<file path="src/rtl/uhc_pkg.sv">
// uhc_pkg: constants, field offsets and the octal field parser for the tar header checker
// no dependencies; imported by ustar_header_check

package uhc_pkg;

    localparam int BLOCK_BYTES        = 512;
    localparam int NAME_FIELD_BYTES   = 100;
    localparam int PREFIX_FIELD_BYTES = 155;
    localparam int POS_W              = $clog2(BLOCK_BYTES);
    localparam int NAME_AW            = $clog2(NAME_FIELD_BYTES);
    localparam int PREFIX_AW          = $clog2(PREFIX_FIELD_BYTES);
    localparam int SIZE_W             = 36;
    localparam int CHK_W              = 24;
    localparam int SUM_W              = 17;
    localparam int LEN_W              = 9;

    localparam logic [POS_W-1:0] OFS_SIZE   = POS_W'(124);
    localparam logic [POS_W-1:0] LEN_SIZE   = POS_W'(12);
    localparam logic [POS_W-1:0] OFS_CHK    = POS_W'(148);
    localparam logic [POS_W-1:0] LEN_CHK    = POS_W'(8);
    localparam logic [POS_W-1:0] OFS_TYPE   = POS_W'(156);
    localparam logic [POS_W-1:0] OFS_MAGIC  = POS_W'(257);
    localparam logic [POS_W-1:0] LEN_MAGIC  = POS_W'(5);
    localparam logic [POS_W-1:0] OFS_PREFIX = POS_W'(345);
    localparam logic [POS_W-1:0] LAST_POS   = POS_W'(BLOCK_BYTES - 1);

    localparam logic [7:0] CHAR_SPACE = 8'h20;
    localparam logic [7:0] CHAR_SLASH = 8'h2F;
    localparam logic [7:0] CHAR_ZERO  = 8'h30;
    localparam logic [7:0] CHAR_SEVEN = 8'h37;

    localparam logic MODE_BYTE = 1'b0;
    localparam logic MODE_READ = 1'b1;
    localparam logic KIND_VERDICT = 1'b0;
    localparam logic KIND_CHAR    = 1'b1;

    typedef enum logic [1:0] {
        PH_LEAD,
        PH_DIGITS,
        PH_TRAIL
    } oct_phase_t;

    typedef struct packed {
        logic [SIZE_W-1:0] value;
        oct_phase_t        phase;
        logic              digit;
        logic              error;
    } oct_state_t;

    typedef enum logic [1:0] {
        CH_ZERO,
        CH_SLASH,
        CH_PREFIX,
        CH_NAME
    } char_sel_t;

    function automatic logic [7:0] magic_char(input logic [2:0] idx);
        logic [7:0] c;
        case (idx)
            3'd0:    c = 8'h75;
            3'd1:    c = 8'h73;
            3'd2:    c = 8'h74;
            3'd3:    c = 8'h61;
            3'd4:    c = 8'h72;
            default: c = 8'h00;
        endcase
        return c;
    endfunction

    // strict octal: padding, digits, padding only
    function automatic oct_state_t oct_feed(input oct_state_t cur, input logic [7:0] b);
        oct_state_t        nxt;
        logic              pad;
        logic              dig;
        logic [SIZE_W-1:0] d;
        nxt = cur;
        pad = (b == CHAR_SPACE) || (b == 8'h00);
        dig = (b >= CHAR_ZERO) && (b <= CHAR_SEVEN);
        d   = {{(SIZE_W-3){1'b0}}, b[2:0]};
        case (cur.phase)
            PH_LEAD: begin
                if (!pad) begin
                    if (dig) begin
                        nxt.value = d;
                        nxt.digit = 1'b1;
                        nxt.phase = PH_DIGITS;
                    end else begin
                        nxt.error = 1'b1;
                        nxt.phase = PH_TRAIL;
                    end
                end
            end
            PH_DIGITS: begin
                if (pad) begin
                    nxt.phase = PH_TRAIL;
                end else if (dig) begin
                    nxt.value = {cur.value[SIZE_W-4:0], 3'b000} + d;
                end else begin
                    nxt.error = 1'b1;
                    nxt.phase = PH_TRAIL;
                end
            end
            PH_TRAIL: begin
                if (!pad) nxt.error = 1'b1;
            end
            default: nxt = cur;
        endcase
        return nxt;
    endfunction

endpackage

</file>
<file path="src/rtl/ustar_header_check.sv">
// ustar_header_check: streaming check of one 512-byte tar header, name field stores
// depends on uhc_pkg (offsets, octal parser, select codes)
//
//  channel   dir  group   payload
//  s_axis    in   tdata   data_byte, name_index       tuser  mode
//  m_axis    out  tdata   status .. name_char         tuser  kind
//
// one transfer in per cycle while s_axis_tready is high; header bytes with no result update state and free the slot
// a result passes the read stage (memory read), then the output register, before it leaves m_axis
// reset clears control state; the name and prefix stores are not cleared
// s_axis_tready drops only while a result waits in both the read stage and the output register
// name stores are single memories: written by header bytes, read by name reads

module ustar_header_check
    import uhc_pkg::*;
(
    input  logic        aclk,
    input  logic        aresetn,
    input  logic        s_axis_tvalid,
    output logic        s_axis_tready,
    input  logic [15:0] s_axis_tdata,   // data_byte[7:0], name_index[15:8]
    input  logic        s_axis_tuser,   // mode
    output logic        m_axis_tvalid,
    input  logic        m_axis_tready,
    output logic [63:0] m_axis_tdata,   // status, is_zero, member_size[37:2], type_flag[45:38],
                                        // name_length[54:46], name_char[62:55], zero pad
    output logic        m_axis_tuser    // kind
);

    logic [7:0] name_mem [NAME_FIELD_BYTES];
    logic [7:0] prefix_mem [PREFIX_FIELD_BYTES];

    logic [POS_W-1:0]     pos_reg, pos_next;
    logic [SUM_W-1:0]     sum_reg, sum_next;
    logic                 zero_reg, zero_next;
    logic [CHK_W-1:0]     chk_value_reg, chk_value_next;
    oct_phase_t           chk_phase_reg, chk_phase_next;
    logic                 chk_digit_reg, chk_digit_next;
    logic                 chk_err_reg, chk_err_next;
    oct_state_t           size_reg, size_next;
    logic                 mg_present_reg, mg_present_next;
    logic                 mg_mismatch_reg, mg_mismatch_next;
    logic [NAME_AW-1:0]   name_count_reg, name_count_next;
    logic                 name_ended_reg, name_ended_next;
    logic [PREFIX_AW-1:0] prefix_count_reg, prefix_count_next;
    logic                 prefix_ended_reg, prefix_ended_next;
    logic [7:0]           type_reg, type_next;
    logic [NAME_AW-1:0]   lat_name_reg, lat_name_next;
    logic [PREFIX_AW-1:0] lat_prefix_reg, lat_prefix_next;

    logic                 s1_valid_reg, s1_valid_next;
    logic                 s1_kind_reg;
    logic                 s1_status_reg;
    logic                 s1_zero_reg;
    logic [SIZE_W-1:0]    s1_size_reg;
    logic [7:0]           s1_type_reg;
    logic [LEN_W-1:0]     s1_len_reg;
    char_sel_t            s1_sel_reg;
    logic [7:0]           name_rd_reg;
    logic [7:0]           prefix_rd_reg;

    logic                 m_valid_reg, m_valid_next;
    logic [63:0]          m_data_reg;
    logic                 m_kind_reg;

    logic                 accept, s1_adv, is_byte, is_last;
    logic [7:0]           b;
    logic [7:0]           idx;
    logic                 in_chk, in_size, in_name, in_prefix, in_magic;
    logic [POS_W-1:0]     magic_ofs;
    logic [POS_W-1:0]     prefix_ofs;
    oct_state_t           chk_cur, chk_fed, size_fed;
    logic                 bad;
    logic [PREFIX_AW-1:0] pl_eff;
    logic [LEN_W-1:0]     verdict_len;
    logic [LEN_W-1:0]     base, off;
    char_sel_t            sel;
    logic [7:0]           s1_char;
    logic                 name_we, prefix_we, name_re, prefix_re;

    assign b      = s_axis_tdata[7:0];
    assign idx    = s_axis_tdata[15:8];
    assign accept = s_axis_tvalid && s_axis_tready;
    assign is_byte = (s_axis_tuser == MODE_BYTE);
    assign is_last = is_byte && (pos_reg == LAST_POS);
    assign s1_adv = s1_valid_reg && (!m_valid_reg || m_axis_tready);
    assign s_axis_tready = !s1_valid_reg || !m_valid_reg || m_axis_tready;

    assign in_chk    = (pos_reg >= OFS_CHK) && (pos_reg < OFS_CHK + LEN_CHK);
    assign in_size   = (pos_reg >= OFS_SIZE) && (pos_reg < OFS_SIZE + LEN_SIZE);
    assign in_name   = (pos_reg < POS_W'(NAME_FIELD_BYTES));
    assign in_magic  = (pos_reg >= OFS_MAGIC) && (pos_reg < OFS_MAGIC + LEN_MAGIC);
    assign in_prefix = (pos_reg >= OFS_PREFIX)
                    && (pos_reg < OFS_PREFIX + POS_W'(PREFIX_FIELD_BYTES));
    assign magic_ofs  = pos_reg - OFS_MAGIC;
    assign prefix_ofs = pos_reg - OFS_PREFIX;

    assign chk_cur  = '{value: {{(SIZE_W-CHK_W){1'b0}}, chk_value_reg}, phase: chk_phase_reg,
                        digit: chk_digit_reg, error: chk_err_reg};
    assign chk_fed  = oct_feed(chk_cur, b);
    assign size_fed = oct_feed(size_reg, b);

    // per-byte state update and verdict
    always_comb begin
        pos_next          = pos_reg;
        sum_next          = sum_reg;
        zero_next         = zero_reg;
        chk_value_next    = chk_value_reg;
        chk_phase_next    = chk_phase_reg;
        chk_digit_next    = chk_digit_reg;
        chk_err_next      = chk_err_reg;
        size_next         = size_reg;
        mg_present_next   = mg_present_reg;
        mg_mismatch_next  = mg_mismatch_reg;
        name_count_next   = name_count_reg;
        name_ended_next   = name_ended_reg;
        prefix_count_next = prefix_count_reg;
        prefix_ended_next = prefix_ended_reg;
        type_next         = type_reg;
        lat_name_next     = lat_name_reg;
        lat_prefix_next   = lat_prefix_reg;

        sum_next  = sum_reg + (in_chk ? {{(SUM_W-8){1'b0}}, CHAR_SPACE}
                                      : {{(SUM_W-8){1'b0}}, b});
        zero_next = zero_reg && (b == 8'h00);
        if (in_name && !name_ended_reg) begin
            if (b == 8'h00) name_ended_next = 1'b1;
            else name_count_next = name_count_reg + NAME_AW'(1);
        end
        if (in_size) size_next = size_fed;
        if (in_chk) begin
            chk_value_next = chk_fed.value[CHK_W-1:0];
            chk_phase_next = chk_fed.phase;
            chk_digit_next = chk_fed.digit;
            chk_err_next   = chk_fed.error;
        end
        if (pos_reg == OFS_TYPE) type_next = b;
        if (in_magic) begin
            if (pos_reg == OFS_MAGIC && b != 8'h00) mg_present_next = 1'b1;
            if (b != magic_char(magic_ofs[2:0])) mg_mismatch_next = 1'b1;
        end
        if (in_prefix && !prefix_ended_reg) begin
            if (b == 8'h00) prefix_ended_next = 1'b1;
            else prefix_count_next = prefix_count_reg + PREFIX_AW'(1);
        end
        pos_next = pos_reg + POS_W'(1);

        bad = chk_err_reg || !chk_digit_reg
           || (chk_value_reg != {{(CHK_W-SUM_W){1'b0}}, sum_next})
           || size_reg.error || !size_reg.digit
           || (mg_present_reg && mg_mismatch_reg)
           || (name_count_reg == '0);
        pl_eff = mg_present_reg ? prefix_count_reg : '0;
        verdict_len = (pl_eff != '0)
                    ? LEN_W'(pl_eff) + LEN_W'(1) + LEN_W'(name_count_reg)
                    : LEN_W'(name_count_reg);

        if (is_last) begin
            pos_next          = '0;
            sum_next          = '0;
            zero_next         = 1'b1;
            chk_value_next    = '0;
            chk_phase_next    = PH_LEAD;
            chk_digit_next    = 1'b0;
            chk_err_next      = 1'b0;
            size_next         = '{value: '0, phase: PH_LEAD, digit: 1'b0, error: 1'b0};
            mg_present_next   = 1'b0;
            mg_mismatch_next  = 1'b0;
            name_count_next   = '0;
            name_ended_next   = 1'b0;
            prefix_count_next = '0;
            prefix_ended_next = 1'b0;
            type_next         = '0;
            if (zero_reg && b == 8'h00 || bad) begin
                lat_name_next   = '0;
                lat_prefix_next = '0;
            end else begin
                lat_name_next   = name_count_reg;
                lat_prefix_next = pl_eff;
            end
        end
    end

    // name read select: prefix, slash, name, else zero
    always_comb begin
        base = (lat_prefix_reg != '0) ? LEN_W'(lat_prefix_reg) + LEN_W'(1) : '0;
        off  = {1'b0, idx} - base;
        if ({1'b0, idx} < LEN_W'(lat_prefix_reg)) begin
            sel = CH_PREFIX;
        end else if (lat_prefix_reg != '0 && {1'b0, idx} == LEN_W'(lat_prefix_reg)) begin
            sel = CH_SLASH;
        end else if ({1'b0, idx} >= base && off < LEN_W'(lat_name_reg)) begin
            sel = CH_NAME;
        end else begin
            sel = CH_ZERO;
        end
    end

    assign name_we   = accept && is_byte && in_name;
    assign prefix_we = accept && is_byte && in_prefix;
    assign name_re   = accept && !is_byte && (sel == CH_NAME);
    assign prefix_re = accept && !is_byte && (sel == CH_PREFIX);

    always_ff @(posedge aclk) begin
        if (name_we) name_mem[pos_reg[NAME_AW-1:0]] <= b;
        if (name_re) name_rd_reg <= name_mem[off[NAME_AW-1:0]];
    end

    always_ff @(posedge aclk) begin
        if (prefix_we) prefix_mem[prefix_ofs[PREFIX_AW-1:0]] <= b;
        if (prefix_re) prefix_rd_reg <= prefix_mem[idx[PREFIX_AW-1:0]];
    end

    always_comb begin
        case (s1_sel_reg)
            CH_PREFIX: s1_char = prefix_rd_reg;
            CH_NAME:   s1_char = name_rd_reg;
            CH_SLASH:  s1_char = CHAR_SLASH;
            default:   s1_char = 8'h00;
        endcase
    end

    always_comb begin
        s1_valid_next = s1_valid_reg;
        if (accept && (!is_byte || is_last)) s1_valid_next = 1'b1;
        else if (s1_adv) s1_valid_next = 1'b0;
        m_valid_next = m_valid_reg;
        if (s1_adv) m_valid_next = 1'b1;
        else if (m_axis_tready) m_valid_next = 1'b0;
    end

    // control state
    always_ff @(posedge aclk) begin
        if (!aresetn) begin
            pos_reg          <= '0;
            sum_reg          <= '0;
            zero_reg         <= 1'b1;
            chk_value_reg    <= '0;
            chk_phase_reg    <= PH_LEAD;
            chk_digit_reg    <= 1'b0;
            chk_err_reg      <= 1'b0;
            size_reg         <= '{value: '0, phase: PH_LEAD, digit: 1'b0, error: 1'b0};
            mg_present_reg   <= 1'b0;
            mg_mismatch_reg  <= 1'b0;
            name_count_reg   <= '0;
            name_ended_reg   <= 1'b0;
            prefix_count_reg <= '0;
            prefix_ended_reg <= 1'b0;
            type_reg         <= '0;
            lat_name_reg     <= '0;
            lat_prefix_reg   <= '0;
            s1_valid_reg     <= 1'b0;
            m_valid_reg      <= 1'b0;
        end else begin
            if (accept && is_byte) begin
                pos_reg          <= pos_next;
                sum_reg          <= sum_next;
                zero_reg         <= zero_next;
                chk_value_reg    <= chk_value_next;
                chk_phase_reg    <= chk_phase_next;
                chk_digit_reg    <= chk_digit_next;
                chk_err_reg      <= chk_err_next;
                size_reg         <= size_next;
                mg_present_reg   <= mg_present_next;
                mg_mismatch_reg  <= mg_mismatch_next;
                name_count_reg   <= name_count_next;
                name_ended_reg   <= name_ended_next;
                prefix_count_reg <= prefix_count_next;
                prefix_ended_reg <= prefix_ended_next;
                type_reg         <= type_next;
                lat_name_reg     <= lat_name_next;
                lat_prefix_reg   <= lat_prefix_next;
            end
            s1_valid_reg <= s1_valid_next;
            m_valid_reg  <= m_valid_next;
        end
    end

    // result payload
    always_ff @(posedge aclk) begin
        if (accept) begin
            if (!is_byte) begin
                s1_kind_reg   <= KIND_CHAR;
                s1_status_reg <= 1'b0;
                s1_zero_reg   <= 1'b0;
                s1_size_reg   <= '0;
                s1_type_reg   <= '0;
                s1_len_reg    <= '0;
                s1_sel_reg    <= sel;
            end else if (is_last) begin
                s1_kind_reg <= KIND_VERDICT;
                s1_sel_reg  <= CH_ZERO;
                if (zero_reg && b == 8'h00) begin
                    s1_status_reg <= 1'b0;
                    s1_zero_reg   <= 1'b1;
                    s1_size_reg   <= '0;
                    s1_type_reg   <= '0;
                    s1_len_reg    <= '0;
                end else if (bad) begin
                    s1_status_reg <= 1'b1;
                    s1_zero_reg   <= 1'b0;
                    s1_size_reg   <= '0;
                    s1_type_reg   <= '0;
                    s1_len_reg    <= '0;
                end else begin
                    s1_status_reg <= 1'b0;
                    s1_zero_reg   <= 1'b0;
                    s1_size_reg   <= size_reg.value;
                    s1_type_reg   <= type_reg;
                    s1_len_reg    <= verdict_len;
                end
            end
        end
        if (s1_adv) begin
            m_kind_reg <= s1_kind_reg;
            m_data_reg <= {1'b0, s1_char, s1_len_reg, s1_type_reg, s1_size_reg,
                           s1_zero_reg, s1_status_reg};
        end
    end

    assign m_axis_tvalid = m_valid_reg;
    assign m_axis_tdata  = m_data_reg;
    assign m_axis_tuser  = m_kind_reg;

    a_pos_wrap: assert property (@(posedge aclk) disable iff (!aresetn)
        accept && is_last |=> s1_valid_reg && pos_reg == '0 && zero_reg)
        else $error("block position did not wrap after the last header byte");

    a_latched_pair: assert property (@(posedge aclk) disable iff (!aresetn)
        lat_prefix_reg != '0 |-> lat_name_reg != '0)
        else $error("latched prefix length without a name");

    a_count_bounds: assert property (@(posedge aclk) disable iff (!aresetn)
        name_count_reg <= NAME_AW'(NAME_FIELD_BYTES)
        && prefix_count_reg <= PREFIX_AW'(PREFIX_FIELD_BYTES))
        else $error("field length count beyond field size");

    a_error_clean: assert property (@(posedge aclk) disable iff (!aresetn)
        m_valid_reg && m_kind_reg == KIND_VERDICT && m_data_reg[0]
        |-> m_data_reg[54:2] == '0)
        else $error("error verdict carries non-zero fields");

    a_stall_hold: assert property (@(posedge aclk) disable iff (!aresetn)
        s1_valid_reg && !s1_adv |=> s1_valid_reg && $stable(s1_sel_reg))
        else $error("read stage lost a waiting result");

endmodule
</file>
<file path="config.mk">
export PLATFORM = sky130hd
export DESIGN_NAME = ustar_header_check
export DESIGN_NICKNAME = d
export VERILOG_FILES = /design/src/rtl/uhc_pkg.sv /design/src/rtl/ustar_header_check.sv
export SDC_FILE = /design/constraint.sdc
export NUM_CORES = 2
export LEC_CHECK = 0
export BUFFER_PORTS_ARGS = -buffer_cell sky130_fd_sc_hd__buf_2
export CAP_MARGIN = 0
export CORE_ASPECT_RATIO = 1.5
export CORE_UTILIZATION = 50
export CTS_BUF_LIST = sky130_fd_sc_hd__clkbuf_4
export CTS_CLUSTER_SIZE = 24
export DETAILED_ROUTE_END_ITERATION = 6
export HOLD_SLACK_MARGIN = 0.02
export MAX_ROUTING_LAYER = met4
export PLACE_DENSITY = 0.68
export SYNTH_ARGS = -nofsm -noshare
export SYNTH_HDL_FRONTEND = slang
export SYNTH_SLANG_ARGS = --single-unit
</file>
<file path="constraint.sdc">
create_clock -name aclk -period 5.9 [get_ports aclk]
set_clock_uncertainty 0.15 [all_clocks]
set_input_delay 0.59 -clock aclk [delete_from_list [all_inputs] [get_ports aclk]]
set_output_delay 0.59 -clock aclk [all_outputs]
set_load 0.005 [all_outputs]
</file>
# == Word level (Yosys, flattened, before mapping) ==
# Memories as Yosys holds them, arrays and structs flattened. A register that Yosys moved wholly into a read port is not among the register bits.
# Cells that the tools add are included.
# op_classes
n_mux,92
n_eq_ne,34
reduce_logical,84
order_cmp,14
addsub,12
bitwise_logic,1
# op_table
op,n
$mux 36,6
$mux 24,5
$mux 40,3
$mux 8,12
$pmux 38 s2,1
$mux 9,6
$pmux 26 s2,1
$mux 1,38
$add 36x3->36,1
$pmux 7 s5,1
$ne 3x3->1 const B,10
$reduce_bool 2->1,15
$mux 28,1
$mux 7,4
$add 24x3->24,1
$ne 24x17->1,1
$pmux 8 s3,1
$reduce_bool 8->1,3
$logic_and 1x1->1,22
$mux 2,10
$reduce_and 5->1,4
$add 8x1->9 const B,2
$eq 9x9->1 const B,2
$ge 9x9->1 const B,2
other kinds (44),85
# totals
output_inout_bits,67
mem_bits_rw,2040
n_memories,2
in_bits,21
wordCells,270
ff_bits,261
# mem_list
memory,depth,width,read_ports,rd_ports_with_merged_regs,wr,line_no,source
prefix_mem,155,8,1,1,1,ustar_header_check.sv:31,logic [7:0] prefix_mem [PREFIX_FIELD_BYTES];
name_mem,100,8,1,1,1,ustar_header_check.sv:30,logic [7:0] name_mem [NAME_FIELD_BYTES];

# == Logic depth before layout (Yosys ltp) ==
# logic_depth
depth_word,13
depth_mapped,21
mapped_depth_nobuf,20

# == Worst setup path before layout ==
# No wires, ideal clock.
# synth_path
kind,input port to flip-flop
startpoint,in s_axis_tdata[8]
endpoint,"reg name_rd_reg[0], read port of name_mem (enable)"
stages,19
setup_slack_ns,-0.012
arrival_ns,5.368
n_path_buf,6
setup_time_ns,0.395
required_time_ns,5.355
cell_sequence,buf_2 > buf_2 > buf_2 > buf_2 > inv_1 > ha_1 > nor2b_1 > o21ai_0 > a21oi_2 > clkbuf_1 > clkbuf_1 > ha_1 > nor2b_1 > o21ai_0 > nand2_1 > a21o_1 > a221oi_1 > o21ai_0 > nor4_1
# synth_via
elab_chain_cells,8
elab_cells_between_ends,12
classes_between,add/sub (1); order compare (3); eq/ne (2); mux (3); reduce/logical (3)
# synth_lines
item,line_no,source
"start, declared",ustar_header_check.sv:21,"input logic [15:0] s_axis_tdata,"
$sub 8x9->9,ustar_header_check.sv:187,"off = {1'b0, idx} - base;"
$lt 9x7->1,ustar_header_check.sv:192,"end else if ({1'b0, idx} >= base && off < LEN_W'(lat_name_reg)) begin"
$logic_and 1x1->1,ustar_header_check.sv:192,
$mux 2,ustar_header_check.sv:192,
$mux 2,ustar_header_check.sv:190,"end else if (lat_prefix_reg != '0 && {1'b0, idx} == LEN_W'(lat_prefix_reg)) begin"
$mux 2 *,ustar_header_check.sv:188,"if ({1'b0, idx} < LEN_W'(lat_prefix_reg)) begin"
$eq 2x2->1 *,ustar_header_check.sv:201,assign name_re = accept && !is_byte && (sel == CH_NAME);
$logic_and 1x1->1 *,ustar_header_check.sv:201,
net name_re,ustar_header_check.sv:79,"logic name_we, prefix_we, name_re, prefix_re;"
"end, declared",ustar_header_check.sv:59,logic [7:0] name_rd_reg;
# The timed path passes the listed nets; every way through them passes the cells marked *.
# A chain may end at the register's enable or synchronous reset.

# == Worst setup path in the final report ==
# layout_path
startpoint,reg lat_prefix_reg[0]
endpoint,"reg name_rd_reg[3], read port of name_mem, data pin"
# layout_via
elab_chain_cells,10
elab_cells_between_ends,15
classes_between,add/sub (2); order compare (3); eq/ne (2); mux (4); reduce/logical (4)
# layout_lines
item,line_no,source
"start, declared",ustar_header_check.sv:49,"logic [PREFIX_AW-1:0] lat_prefix_reg, lat_prefix_next;"
"start signal, assigned",ustar_header_check.sv:272,lat_prefix_reg <= lat_prefix_next;
$add 8x1->9 or $reduce_bool 8->1 (tied branches),"ustar_header_check.sv:186, ustar_header_check.sv:190",
$mux 9,ustar_header_check.sv:186,base = (lat_prefix_reg != '0) ? LEN_W'(lat_prefix_reg) + LEN_W'(1) : '0;
$sub 8x9->9,ustar_header_check.sv:187,
$lt 9x7->1,ustar_header_check.sv:192,
$logic_and 1x1->1,ustar_header_check.sv:192,
$mux 2,ustar_header_check.sv:192,
$mux 2,ustar_header_check.sv:190,
$mux 2,ustar_header_check.sv:188,
$eq 2x2->1,ustar_header_check.sv:201,
$logic_and 1x1->1,ustar_header_check.sv:201,
# Parallel ways exist; a longest one is shown, timed or not.

==> impl_metrics.env <==
export IMPL_port_buffers=86
export IMPL_synthCells=4936
export IMPL_synth_top_flop_cell="edfxtp_1"
export IMPL_grt_overflow=0
export IMPL_wl_per_cell_um=26.5
export IMPL_syn_to_final_growth_pct=11.6
export IMPL_period_share=0.876
export IMPL_max_clock_freq_mhz=193
export IMPL_synth_top_cell_by_area="edfxtp_1"
export IMPL_grt_usage=0.242
export IMPL_fin_util=0.561
export IMPL_synth_top_area_frac=0.707
export IMPL_violations="DRC"
export IMPL_cts_tree="done"
export IMPL_ir_drop_uv=155
export IMPL_hold_end="prefix_rd_reg[3]"
export IMPL_crit_fanout=39
export IMPL_status="finished, violations left"
export IMPL_num_io_pins=88
export IMPL_ys_seq_elements=2317
export IMPL_grt_max_degree=174
export IMPL_yosysUniqueCellTypes=75
export IMPL_rows=193
export IMPL_relSlewSlack=0.162
export IMPL_worst_pin_slew_ns=1.25
export IMPL_final_min_clock_period_ns=5.17
export IMPL_switching_power_mw=7.23
export IMPL_fin_tns_setup_ns=0
export IMPL_reg2reg_depth=16
export IMPL_grt_pass1_wl_um=324000
export IMPL_netlist_area_um2=92500
export IMPL_finalWirelength_um=220000
export IMPL_initial_core_util=0.503
export IMPL_coreArea_um2=184000
export IMPL_clkLatencyLatePin_ns=1.20
export IMPL_cts_root_buf="clkbuf_4"
export IMPL_die_area_um2=187000
export IMPL_powerDensity_nw_per_um2=314
export IMPL_cp_required_ns=6.63
export IMPL_gp_congestion=0.902
export IMPL_synth_area_leaders="edfxtp_1 (71%), mux4_2 (13%), dfxtp_1 (3.0%)"
export IMPL_cts_buffer_depth=4
export IMPL_clkSlewWorstSetupHoldPaths_ns=0.08
export IMPL_hold_class="input pin to register"
export IMPL_hold_depth=4
export IMPL_antenna_found_initial=8
export IMPL_maxSlewViolCount=0
export IMPL_die_x_um=353
export IMPL_cp_arrival_ns=5.90
export IMPL_layout_drive_gt1_share=0.289
export IMPL_post_route_drc_count=4
export IMPL_final_cell_mix="edfxtp_1 (2178), clkbuf_4 (792), mux4_2 (544)"
export IMPL_layout_commonest_cell="edfxtp_1"
export IMPL_clock_sinks=2317
export IMPL_rsz0062_at_grt="false"
export IMPL_r2r_end="name_rd_reg[3]"
export IMPL_vias=48400
export IMPL_power_mw=32.4
export IMPL_routed_via_density=5.85
export IMPL_dieHeight_um=529
export IMPL_n_fill_cell=14100
export IMPL_p_leak_nw=33.1
export IMPL_cts_buffers=552
export IMPL_post_dp_hpwl_um=136000
export IMPL_switching_share=0.223
export IMPL_hold_start="s_axis_tdata[12]"
export IMPL_largest_register_ffs=1240
export IMPL_place_area_um2=96200
export IMPL_clockPowerShare=0.392
export IMPL_first_pass_iters=7
export IMPL_fin_hold_ws_ns=0.141
export IMPL_ys_seq_area_frac=0.737
export IMPL_htree_levels=6
export IMPL_fin_area_um2=103000
export IMPL_hold_viol_final=0
export IMPL_syn_nets=5014
export IMPL_dr_first_iter_drc_count=4503
export IMPL_max_cap_violations=0
export IMPL_p_int_mw=25.2
export IMPL_synth_edff_count=2178
export IMPL_async_flop_share=0
export IMPL_setup_violations=0
export IMPL_start_kind="register"
export IMPL_p_seq_frac=0.556
export IMPL_cp_end_kind="register"
export IMPL_ff2ff_setup_slack_ns=0.73
export IMPL_path_class="register to register"
export IMPL_pwr_share_comb=0.052
export IMPL_cts_resized=0
export IMPL_grt_pass1_vias=50400
export IMPL_ant_nets=0
export IMPL_r2r_start="lat_prefix_reg[0]"
export IMPL_nets=5540
export IMPL_syn_area_per_cell_um2=18.7
export IMPL_yosysWarnings=0
layout make-up:
type                            count  area, µm²  share of cell area
Clock inverter                    138        858             0.00831
Inverter                           84        315             0.00305
Antenna cell                        9       22.5            0.000218
Timing Repair Buffer              241       1960              0.0190
Tap cell                         2437       3050              0.0295
Multi-Input combinational cell   2266      22900               0.222
Sequential cell                  2317      68200               0.660
Clock buffer                      792       5950              0.0576
kinds of logic (layout without fill, tap and decap cells):
logic type	count (synthesis)	after routing	synth area share
flops	2317	2317	0.737
compound gates	414	414	0.0305
other cells	1	10	0.0000405
buf+inv	353	1255	0.0163
simple gates	1007	1007	0.0497
fa+ha+maj	57	57	0.00795
xor+xnor	59	59	0.00559
mux	728	728	0.153
metrics by stage:
step | worst slack [ns] | std cells
after floorplan | 0.290 | 4936
after global placement | 0.758 | 7326
after detailed placement | 0.737 | 7326
after CTS | 0.710 | 8275
after global routing | 0.400 | 8283
final | 0.731 | 8284
worst max-delay path, cell delays in order (launching register included):
cell,delay [ns]
dfxtp_1,0.42
inv_1,0.10
ha_1,0.20
nor4b_1,0.15
and2_1,0.18
nor2_1,0.17
ha_4,0.16
inv_1,0.05
fa_4,1.25
buf_12,0.33
buf_12,0.25
mux4_2,0.33
mux2i_1,0.42
mux4_2,0.35
nand2_1,0.08
o211ai_1,0.14
o211ai_1,0.11
synth_stat cells (10+ instances only):
cell type  count
nor4_1        12
a21oi_1       78
o21bai_1      10
edfxtp_1    2178
nand2b_1      11
mux2i_1      160
a21boi_0      62
buf_2         64
and2_1        24
clkbuf_1     160
nor2_1       389
a211oi_1      69
dfxtp_1      139
o21a_1        10
nand2_1      261
o211ai_1      20
nand3_1      110
nand4_1       17
nor2b_1       76
buf_1         28
o22ai_1       15
mux4_2       544
inv_1         81
mux2_2        24
and3_1        16
a22oi_1       11
buf_6         11
ha_1          54
o21ai_0       60
nor2_2        21
a2111oi_0     10
nor3_1        25
xnor2_1       36
xor2_1        23
power groups by stage:
stage          Clock [mW]  Combinational (mW)  Sequential, mW
2_1_floorplan           0               0.957            18.4
3_3_place_gp            0                1.68            18.4
3_5_place_dp            0                1.70            18.4
4_1_cts              13.0                1.72            18.0
5_1_grt              13.8                1.80            18.0
6_report             12.7                1.70            18.0
worst max-delay path by stage:
stage                     depth (start not counted)              start               to  slack, ns
final                                            16  lat_prefix_reg[0]   name_rd_reg[3]       0.73
after global routing                             16         pos_reg[5]  s1_size_reg[35]       0.40
after CTS                                        16  lat_prefix_reg[0]   name_rd_reg[1]       0.71
after detailed placement                         16  lat_prefix_reg[0]   name_rd_reg[1]       0.74
after global placement                           16  lat_prefix_reg[0]   name_rd_reg[3]       0.76
after floorplan                                  19    s_axis_tdata[8]   name_rd_reg[0]       0.29
metal layers:
layer,vias to the layer above,GRT usage,wire (µm)
li1,21100,-,-
met1,25000,0.281,80500
met2,1865,0.413,117000
met3,475,0.0376,12700
met4,0,0.115,9880
met5,-,-,0
repair_timing:
action	CTS	global route
hold buffers	19	0
setup buffers	0	0
hold endpoints to repair	660	0
Power figures use the tool's default switching activity.
